**config.mk**
```make
export PLATFORM = sky130hd
export DESIGN_NAME = trace_set_header_tlv_parser
export DESIGN_NICKNAME = d
export VERILOG_FILES = /design/src/hdl/tshtlv_pkg.sv /design/src/hdl/tshtlv_core.sv /design/src/hdl/trace_set_header_tlv_parser.sv
export SDC_FILE = /design/constraint.sdc
export NUM_CORES = 1
export LEC_CHECK = 0
export BUFFER_PORTS_ARGS = -buffer_cell sky130_fd_sc_hd__buf_2
export CAP_MARGIN = 10
export CORE_ASPECT_RATIO = 1.2
export CORE_MARGIN = 2
export CORE_UTILIZATION = 65
export CTS_CLUSTER_SIZE = 20
export DETAILED_ROUTE_END_ITERATION = 8
export PLACE_DENSITY = 0.93
export RECOVER_POWER = 50
export SETUP_SLACK_MARGIN = 0.4
export SYNTH_ARGS = -nofsm -noshare
export SYNTH_HDL_FRONTEND = slang
export SYNTH_SLANG_ARGS = --single-unit
```
**constraint.sdc**
```tcl
create_clock -name clk -period 45.4 [get_ports clk]
set_clock_uncertainty 0.15 [all_clocks]
set_input_delay 4.54 -clock clk [delete_from_list [all_inputs] [get_ports clk]]
set_output_delay 4.54 -clock clk [all_outputs]
set_load 0.02 [all_outputs]
```
**src/hdl/tshtlv_pkg.sv**
```systemverilog
// Shared types, constants and a helper function for the trace-set header TLV parser.
// Used by tshtlv_core, the top level trace_set_header_tlv_parser and tshtlv_checker.
// Depends on nothing else.
package tshtlv_pkg;

  localparam int unsigned MAX_VALUE_LEN = 255;
  localparam int unsigned VLEFT_W = $clog2(MAX_VALUE_LEN + 1);

  localparam logic [6:0] LEN_LONG_MASK = 7'h7F;
  localparam logic [7:0] TAG_TRACES  = 8'h41;
  localparam logic [7:0] TAG_SAMPLES = 8'h42;
  localparam logic [7:0] TAG_CODING  = 8'h43;
  localparam logic [7:0] TAG_DATA    = 8'h44;
  localparam logic [7:0] TAG_TITLE   = 8'h45;
  localparam logic [7:0] TAG_STR0    = 8'h46;
  localparam logic [7:0] TAG_STR1    = 8'h47;
  localparam logic [7:0] TAG_STR2    = 8'h49;
  localparam logic [7:0] TAG_STR3    = 8'h4A;
  localparam logic [7:0] TAG_BYTES   = 8'h59;
  localparam logic [7:0] TAG_END     = 8'h5F;
  localparam logic [7:0] TAG_MAX     = 8'h75;

  localparam logic [2:0] MAX_NUM_BYTES = 3'd4;
  localparam logic [3:0] CODING_SIZE_MASK = 4'hF;

  typedef enum logic [1:0] {
    ST_OK      = 2'd0,
    ST_BAD_LEN = 2'd1,
    ST_BAD_TAG = 2'd2,
    ST_MISSING = 2'd3
  } status_t;

  typedef struct packed {
    logic [31:0] crypto_data_bytes;
    logic [31:0] title_bytes;
    logic [7:0]  sample_format;
    logic [31:0] samples_per_trace;
    logic [31:0] trace_count;
    logic [31:0] bytes_per_trace;
    logic [7:0]  record_length;
    logic [31:0] record_value;
    logic [7:0]  record_tag;
    status_t     status;
    logic        header_done;
  } rec_t;

  function automatic logic is_numeric(input logic [7:0] tag);
    return !(tag == TAG_STR0 || tag == TAG_STR1 || tag == TAG_STR2 ||
             tag == TAG_STR3 || tag == TAG_BYTES);
  endfunction

endpackage

```
**src/hdl/tshtlv_core.sv**
```systemverilog
// Parse state machine and captured header fields of the TLV parser.
// Takes one header byte per step and forms the result word of a completed or rejected record.
// Depends on tshtlv_pkg.
module tshtlv_core import tshtlv_pkg::*; (
  input  logic       clk,
  input  logic       rst,
  input  logic       step,
  input  logic [7:0] data_byte,
  input  logic       start_flag,
  output logic       rec_valid,
  output rec_t       rec
);

  typedef enum logic [1:0] {PH_TAG, PH_LEN, PH_LENEXT, PH_VALUE} phase_t;

  phase_t             phase, phase_next;
  logic               stopped, stopped_next;
  logic [7:0]         current_tag, current_tag_next;
  logic [2:0]         len_left, len_left_next;
  logic [31:0]        len_acc, len_acc_next;
  logic [VLEFT_W-1:0] val_left, val_left_next;
  logic [2:0]         byte_idx, byte_idx_next;
  logic [31:0]        val_acc, val_acc_next;
  logic [31:0]        count_store, count_next;
  logic [31:0]        samples_store, samples_next;
  logic [7:0]         coding_store, coding_next;
  logic [31:0]        title_store, title_next;
  logic [31:0]        data_store, data_next;
  logic [4:0]         seen, seen_next;

  phase_t             ph_c;
  logic               stp_c;
  logic [7:0]         tag_c;
  logic [2:0]         len_left_c;
  logic [31:0]        len_acc_c;
  logic [VLEFT_W-1:0] val_left_c;
  logic [2:0]         idx_c;
  logic [31:0]        val_acc_c;
  logic [31:0]        count_c, samples_c, title_c, data_c;
  logic [7:0]         coding_c;
  logic [4:0]         seen_c;

  logic               do_begin, do_finish, do_fail;
  logic [31:0]        begin_len, fin_raw, acc_byte, acc_new, prod;
  logic [7:0]         fail_tag;
  status_t            fail_status;
  logic [2:0]         idx_inc;

  always_comb begin
    // A start byte sees the state as it is after reset.
    ph_c       = start_flag ? PH_TAG : phase;
    stp_c      = start_flag ? 1'b0 : stopped;
    tag_c      = start_flag ? '0 : current_tag;
    len_left_c = start_flag ? '0 : len_left;
    len_acc_c  = start_flag ? '0 : len_acc;
    val_left_c = start_flag ? '0 : val_left;
    idx_c      = start_flag ? '0 : byte_idx;
    val_acc_c  = start_flag ? '0 : val_acc;
    count_c    = start_flag ? '0 : count_store;
    samples_c  = start_flag ? '0 : samples_store;
    coding_c   = start_flag ? '0 : coding_store;
    title_c    = start_flag ? '0 : title_store;
    data_c     = start_flag ? '0 : data_store;
    seen_c     = start_flag ? '0 : seen;

    phase_next       = ph_c;
    stopped_next     = stp_c;
    current_tag_next = tag_c;
    len_left_next    = len_left_c;
    len_acc_next     = len_acc_c;
    val_left_next    = val_left_c;
    byte_idx_next    = idx_c;
    val_acc_next     = val_acc_c;
    count_next       = count_c;
    samples_next     = samples_c;
    coding_next      = coding_c;
    title_next       = title_c;
    data_next        = data_c;
    seen_next        = seen_c;

    do_begin    = 1'b0;
    do_finish   = 1'b0;
    do_fail     = 1'b0;
    begin_len   = '0;
    fin_raw     = '0;
    fail_tag    = tag_c;
    fail_status = ST_OK;
    idx_inc     = (idx_c < MAX_NUM_BYTES) ? idx_c + 3'd1 : idx_c;
    acc_byte    = (idx_c < MAX_NUM_BYTES) ? ({24'b0, data_byte} << {idx_c[1:0], 3'b000}) : '0;
    acc_new     = '0;
    prod        = samples_c * {28'b0, coding_c[3:0] & CODING_SIZE_MASK};

    rec_valid       = 1'b0;
    rec             = '0;

    if (!stp_c) begin
      unique case (ph_c)
        PH_TAG: begin
          if (data_byte > TAG_MAX) begin
            do_fail     = 1'b1;
            fail_tag    = data_byte;
            fail_status = ST_BAD_TAG;
          end else begin
            current_tag_next = data_byte;
            phase_next       = PH_LEN;
          end
        end
        PH_LEN: begin
          if (data_byte[7]) begin
            if ((data_byte[6:0] & LEN_LONG_MASK) > 7'(MAX_NUM_BYTES)) begin
              do_fail     = 1'b1;
              fail_status = ST_BAD_LEN;
            end else if (data_byte[6:0] == '0) begin
              do_begin = 1'b1;
            end else begin
              len_left_next = data_byte[2:0];
              len_acc_next  = '0;
              byte_idx_next = '0;
              phase_next    = PH_LENEXT;
            end
          end else begin
            do_begin  = 1'b1;
            begin_len = {24'b0, data_byte};
          end
        end
        PH_LENEXT: begin
          acc_new       = len_acc_c | acc_byte;
          len_acc_next  = acc_new;
          byte_idx_next = idx_inc;
          len_left_next = len_left_c - 3'd1;
          if (len_left_c == 3'd1) begin
            do_begin  = 1'b1;
            begin_len = acc_new;
          end
        end
        PH_VALUE: begin
          acc_new       = val_acc_c | acc_byte;
          val_acc_next  = acc_new;
          byte_idx_next = idx_inc;
          val_left_next = val_left_c - VLEFT_W'(1);
          if (val_left_c == VLEFT_W'(1)) begin
            do_finish = 1'b1;
            fin_raw   = acc_new;
          end
        end
        default: begin
          phase_next = PH_TAG;
        end
      endcase
    end

    if (do_begin) begin
      len_acc_next = begin_len;
      if (begin_len > 32'(MAX_VALUE_LEN)) begin
        do_fail     = 1'b1;
        fail_status = ST_BAD_LEN;
      end else if (is_numeric(tag_c) && begin_len > 32'(MAX_NUM_BYTES)) begin
        do_fail     = 1'b1;
        fail_status = ST_BAD_LEN;
      end else begin
        val_acc_next  = '0;
        byte_idx_next = '0;
        if (begin_len == '0) begin
          do_finish = 1'b1;
          fin_raw   = '0;
        end else begin
          val_left_next = begin_len[VLEFT_W-1:0];
          phase_next    = PH_VALUE;
        end
      end
    end

    if (do_finish) begin
      rec_valid          = 1'b1;
      rec.record_tag     = tag_c;
      rec.record_value   = is_numeric(tag_c) ? fin_raw : '0;
      rec.record_length  = len_acc_next[7:0];
      rec.status         = ST_OK;
      phase_next         = PH_TAG;
      case (tag_c)
        TAG_TRACES:  begin count_next   = rec.record_value;      seen_next[0] = 1'b1; end
        TAG_SAMPLES: begin samples_next = rec.record_value;      seen_next[1] = 1'b1; end
        TAG_CODING:  begin coding_next  = rec.record_value[7:0]; seen_next[2] = 1'b1; end
        TAG_DATA:    begin data_next    = rec.record_value;      seen_next[3] = 1'b1; end
        TAG_TITLE:   begin title_next   = rec.record_value;      seen_next[4] = 1'b1; end
        default:     begin end
      endcase
      if (tag_c == TAG_END) begin
        rec.header_done = 1'b1;
        stopped_next    = 1'b1;
        if (&seen_c) begin
          rec.bytes_per_trace = prod + data_c + title_c;
        end else begin
          rec.status = ST_MISSING;
        end
      end
    end

    if (do_fail) begin
      rec_valid       = 1'b1;
      rec.record_tag  = fail_tag;
      rec.header_done = 1'b1;
      rec.status      = fail_status;
      stopped_next    = 1'b1;
      phase_next      = PH_TAG;
    end

    rec.trace_count       = count_next;
    rec.samples_per_trace = samples_next;
    rec.sample_format     = coding_next;
    rec.title_bytes       = title_next;
    rec.crypto_data_bytes = data_next;
  end

  always_ff @(posedge clk) begin
    if (rst) begin
      phase         <= PH_TAG;
      stopped       <= 1'b0;
      current_tag   <= '0;
      len_left      <= '0;
      len_acc       <= '0;
      val_left      <= '0;
      byte_idx      <= '0;
      val_acc       <= '0;
      count_store   <= '0;
      samples_store <= '0;
      coding_store  <= '0;
      title_store   <= '0;
      data_store    <= '0;
      seen          <= '0;
    end else if (step) begin
      phase         <= phase_next;
      stopped       <= stopped_next;
      current_tag   <= current_tag_next;
      len_left      <= len_left_next;
      len_acc       <= len_acc_next;
      val_left      <= val_left_next;
      byte_idx      <= byte_idx_next;
      val_acc       <= val_acc_next;
      count_store   <= count_next;
      samples_store <= samples_next;
      coding_store  <= coding_next;
      title_store   <= title_next;
      data_store    <= data_next;
      seen          <= seen_next;
    end
  end

endmodule

```
**src/hdl/trace_set_header_tlv_parser.sv**
```systemverilog
// Top level of the trace-set header TLV parser: input register, parser core, result register.
// Depends on tshtlv_pkg and tshtlv_core.
//
// The slave stream carries one header byte per word in s_axis_tdata, with s_axis_tuser set on
// the first byte of a header; that byte clears all parse state and captured fields. The master
// stream gives one word for each completed record, for a rejected tag or length, and for the
// end tag, which closes the header and carries the computed bytes per trace.
// A byte is taken into the input register and parsed from there once the result register
// is free; its result word, if any, is loaded into the result register, which drives
// m_axis_tvalid. One byte is taken every cycle while the master stream is not stalled;
// the per-byte parse step is a single pass through the core.
// When the receiver holds m_axis_tready low with a word waiting, one more byte is held in the
// input register and s_axis_tready falls until the word is taken.
// After the header closes or an error is flagged, bytes are taken and dropped without result
// until a byte with s_axis_tuser set starts a new header.
// Reset empties both registers and returns the parser to its initial state.
module trace_set_header_tlv_parser import tshtlv_pkg::*; (
  input  logic         clk,
  input  logic         rst,
  input  logic         s_axis_tvalid,
  output logic         s_axis_tready,
  input  logic [7:0]   s_axis_tdata,  // data_byte
  input  logic [0:0]   s_axis_tuser,  // start_flag
  output logic         m_axis_tvalid,
  input  logic         m_axis_tready,
  // record_tag, record_value, record_length, bytes_per_trace, trace_count,
  // samples_per_trace, sample_format, title_bytes, crypto_data_bytes
  output logic [215:0] m_axis_tdata,
  output logic [2:0]   m_axis_tuser   // header_done, status
);

  logic       in_valid;
  logic [7:0] in_byte;
  logic       in_start;
  logic       out_free;
  logic       step;
  logic       rec_valid;
  rec_t       rec;
  rec_t       out_rec;

  assign out_free      = !m_axis_tvalid || m_axis_tready;
  assign step          = in_valid && out_free;
  assign s_axis_tready = !in_valid || out_free;

  always_ff @(posedge clk) begin
    if (rst) begin
      in_valid <= 1'b0;
    end else if (s_axis_tvalid && s_axis_tready) begin
      in_valid <= 1'b1;
    end else if (step) begin
      in_valid <= 1'b0;
    end
  end

  always_ff @(posedge clk) begin
    if (s_axis_tvalid && s_axis_tready) begin
      in_byte  <= s_axis_tdata;
      in_start <= s_axis_tuser[0];
    end
  end

  tshtlv_core u_core (
    .clk        (clk),
    .rst        (rst),
    .step       (step),
    .data_byte  (in_byte),
    .start_flag (in_start),
    .rec_valid  (rec_valid),
    .rec        (rec)
  );

  always_ff @(posedge clk) begin
    if (rst) begin
      m_axis_tvalid <= 1'b0;
    end else if (out_free) begin
      m_axis_tvalid <= step && rec_valid;
    end
  end

  always_ff @(posedge clk) begin
    if (step && rec_valid && out_free) begin
      out_rec <= rec;
    end
  end

  assign m_axis_tdata = {out_rec.crypto_data_bytes, out_rec.title_bytes, out_rec.sample_format,
                         out_rec.samples_per_trace, out_rec.trace_count, out_rec.bytes_per_trace,
                         out_rec.record_length, out_rec.record_value, out_rec.record_tag};
  assign m_axis_tuser = {out_rec.status, out_rec.header_done};

endmodule

```
==> results.ini <==
[synthesis]
ys_seq_area_frac = 0.472
synth_edf_count = 228
ys_ff_latch = 460
syn_area_per_cell_um2 = 10.6
async_flop_share = 0
ys.flop_type = dfxtp_1
yosysWarnings = 0
synth_cell_types = 88
netlist_area_um2 = 24300
postSynthCellCount = 2286
synthesis.nets = 2458

[route]
drc = 0
wl_per_cell_um = 24.4
wl_um = 71900
antenna_left = 0
route.vias.total = 20126
drtIter0Drc = 2627
first_pass_iters = 7
avgViaCountPerCell = 6.84

[clocking]
clk_pin_slew_ps = 70
numCtsBuffers = 44
holdBufCountCts = 0
h-tree-depth = 2
cts.repair.resized = 0
cts_root_buffer = clkbuf_16
cts_max_path_buffers = 3
cts_num_sinks = 460
cts_tree = yes
clkLatencyLatePin_ps = 570
postCtsSetupBuffers = 0

[finish]
area_growth_pct = 10.6
n_fill_cell = 2409
ff_latch_area_um2 = 11500
fin_cells = 2944
final_core_util = 0.729
multi_input_area_um2 = 11700
antenna_cells = 0
final_nets = 2606
final_common_cell = clkbuf_1
layout-drive-gt1-share = 0.0623
layout_common_cells = clkbuf_1 (241), dfxtp_1 (232), nand2_1 (228), edfxtp_1 (228), nor2_1 (149)

[floorplanning]
placementRows = 77
start_util = 0.659
io_pins = 234
fp.dieH_um = 216
dieArea_um2 = 39000
coreArea_um2 = 36900
chipWidth_um = 181

[timing]
setup_ws_ps = 31950
fmax_ghz = 0.0743
rsz0062_at_grt = no
relSlewSlack = -1.45
setup_viol = 0
fin_hold_ws_ps = 306
tightest_slew_ps = 3680
slew_violations = 336
finalSetupTns_ps = 0
post-route-period-util = 0.296
final-hold-violation-count = 0
min_period_ps = 13450

[setup_path]
worstSetupPathType = flip-flop to flip-flop
critPathMaxFanout = 75
crit_required_ps = 45580
critPathSlowestCell = clkbuf_1
cp-end-kind = flip-flop
arrival_ps = 13640
slowest_delay_ps = 2600
setup.worst_path.start_class = flip-flop
crit_chain = clkbuf_1 -> inv_1 -> nand2_1 -> ha_1 -> and3b_1 -> o21ai_0 -> o311ai_0 -> nand3b_1 -> nor3_1 -> a21oi_4 -> clkbuf_1 -> nor2_1 -> buf_4 -> o21ai_0

[place]
portBuffers = 233
dp.cells = 2859
dp_hpwl_um = 47400
dpl_worst_slack_ps = 35520
gp_congestion = 0.942

[pwr]
power_leakage_uw = 0.0102
p_per_area_nw_per_um2 = 32.5
ir_drop_uv = 29.5

[global_route]
grt_pass1_wl_um = 111000
antenna_found_initial = 0
grt_pass1_vias = 20029
grt_max_degree = 182
track_usage = 0.361
overflow = 0

[run_status]
status = finished, violations left
violations = capacitance limit, slew limit

[flow_run]
cap_violations = 8

[hold_path]
min-delay-path-class = flip-flop to flip-flop

==> synthesized netlist by cell type (5+ instances only) <==
cell | n | share of area
buf_2 | 23 | 0.0047
nand3_1 | 41 | 0.0084
o211ai_1 | 12 | 0.0037
o21a_1 | 9 | 0.0028
a32o_1 | 11 | 0.0045
xnor2_1 | 20 | 0.0072
nor2b_1 | 81 | 0.021
edfxtp_1 | 228 | 0.28
nand2_1 | 228 | 0.035
a21oi_1 | 49 | 0.010
a21o_1 | 15 | 0.0046
o31ai_1 | 44 | 0.014
nand4_1 | 15 | 0.0039
or2_2 | 5 | 0.0013
a22oi_1 | 57 | 0.018
nor3b_1 | 6 | 0.0019
clkbuf_1 | 126 | 0.019
a221oi_1 | 10 | 0.0036
buf_1 | 5 | 0.00077
nor3_1 | 35 | 0.0072
o2bb2ai_2 | 20 | 0.012
fa_1 | 117 | 0.096
nand2b_1 | 38 | 0.0098
dfxtp_1 | 232 | 0.19
xor2_1 | 10 | 0.0036
ha_1 | 42 | 0.022
a2bb2o_1 | 55 | 0.023
o2bb2ai_1 | 51 | 0.018
nor2_1 | 148 | 0.023
a32oi_1 | 7 | 0.0025
nor4_1 | 10 | 0.0026
a31oi_1 | 24 | 0.0062
and2_1 | 42 | 0.011
and3_1 | 14 | 0.0036
a22o_1 | 61 | 0.022
mux2i_1 | 44 | 0.018
or3_1 | 5 | 0.0013
o21ai_0 | 118 | 0.024
a211oi_1 | 17 | 0.0052
inv_1 | 127 | 0.020
==> cells by family (layout without fill, tap and decap cells) <==
kind of cell,count (synthesis),count (layout),share of synthesized area
AOI/OAI and AO/OA,607,607,0.192
xor gates and xnor gates,30,30,0.0108
adders and majority gates,159,159,0.118
buffers and inverters,288,472,0.0473
DFF,460,460,0.472
muxes,47,47,0.0195
and+or+nand+nor,695,695,0.140
==> critical path: cells and delay by family, from the launching register on <==
kind / cells / cell delay (ps)
AOI/OAI and AO/OA: 4 / 2110
adders and majority gates: 1 / 340
and+or+nand+nor: 5 / 3050
DFF: 1 / 330
buffers and inverters: 4 / 7150
==> layout make-up <==
type / count / area share
multi-input cells: 1538 / 0.436
well taps: 474 / 0.0221
clock buffers: 63 / 0.0467
inverters: 127 / 0.0177
flip-flops and latches: 460 / 0.427
clock inverters: 19 / 0.00805
repair buffers: 263 / 0.0422
==> registers in the layout, summed over array words and instances, names as in the netlist <==
| name | flops |
|---|---|
| u_core.val_left | 8 |
| u_core.title_store | 32 |
| in_byte | 8 |
| in_valid | 1 |
| m_axis_tvalid | 1 |
| u_core.samples_store | 32 |
| u_core.count_store | 32 |
| m_axis_tdata | 216 |
| u_core.current_tag | 8 |
| m_axis_tuser | 3 |
| u_core.len_left | 3 |
| u_core.data_store | 32 |
| in_start | 1 |
| u_core.len_acc | 32 |
| u_core.byte_idx | 3 |
| u_core.phase | 2 |
| u_core.seen | 5 |
| u_core.stopped | 1 |
| u_core.coding_store | 8 |
| u_core.val_acc | 32 |
==> metal layers <==
layer  vias to the layer above  wire length, µm  GRT usage
met5                         -                0          0
met1                      9631            25100      0.444
li1                       8556                -          -
met2                      1568            34500      0.591
met4                         0             4690      0.224
met3                       371             7650     0.0699
==> final timing paths <==
path / from / to / slack [ps] / cells after the start
max: in_start / m_axis_tdata[139] / 31950 / 14
min: u_core.seen[0] / u_core.seen[0] / 310 / 2
max reg2reg: in_start / m_axis_tdata[139] / 31950 / 14
min reg2reg: u_core.seen[0] / u_core.seen[0] / 310 / 2
==> power breakdown <==
group / switching (µW) / internal [µW] / leakage [µW] / total [µW]
Sequential: 6.79 / 445 / 0.00389 / 451
Combinational: 37.6 / 9.28 / 0.00558 / 46.9
Clock: 160 / 217 / 0.000706 / 377
==> per-stage QoR <==
step | instance area (µm²) | total power (µW)
finish | 26900 | 875
global route | 26900 | 894
CTS | 27200 | 876
detailed placement | 25700 | 508
global placement | 25700 | 507
floorplan | 24300 | 494
Note: power is estimated with default switching activity, not from simulation.
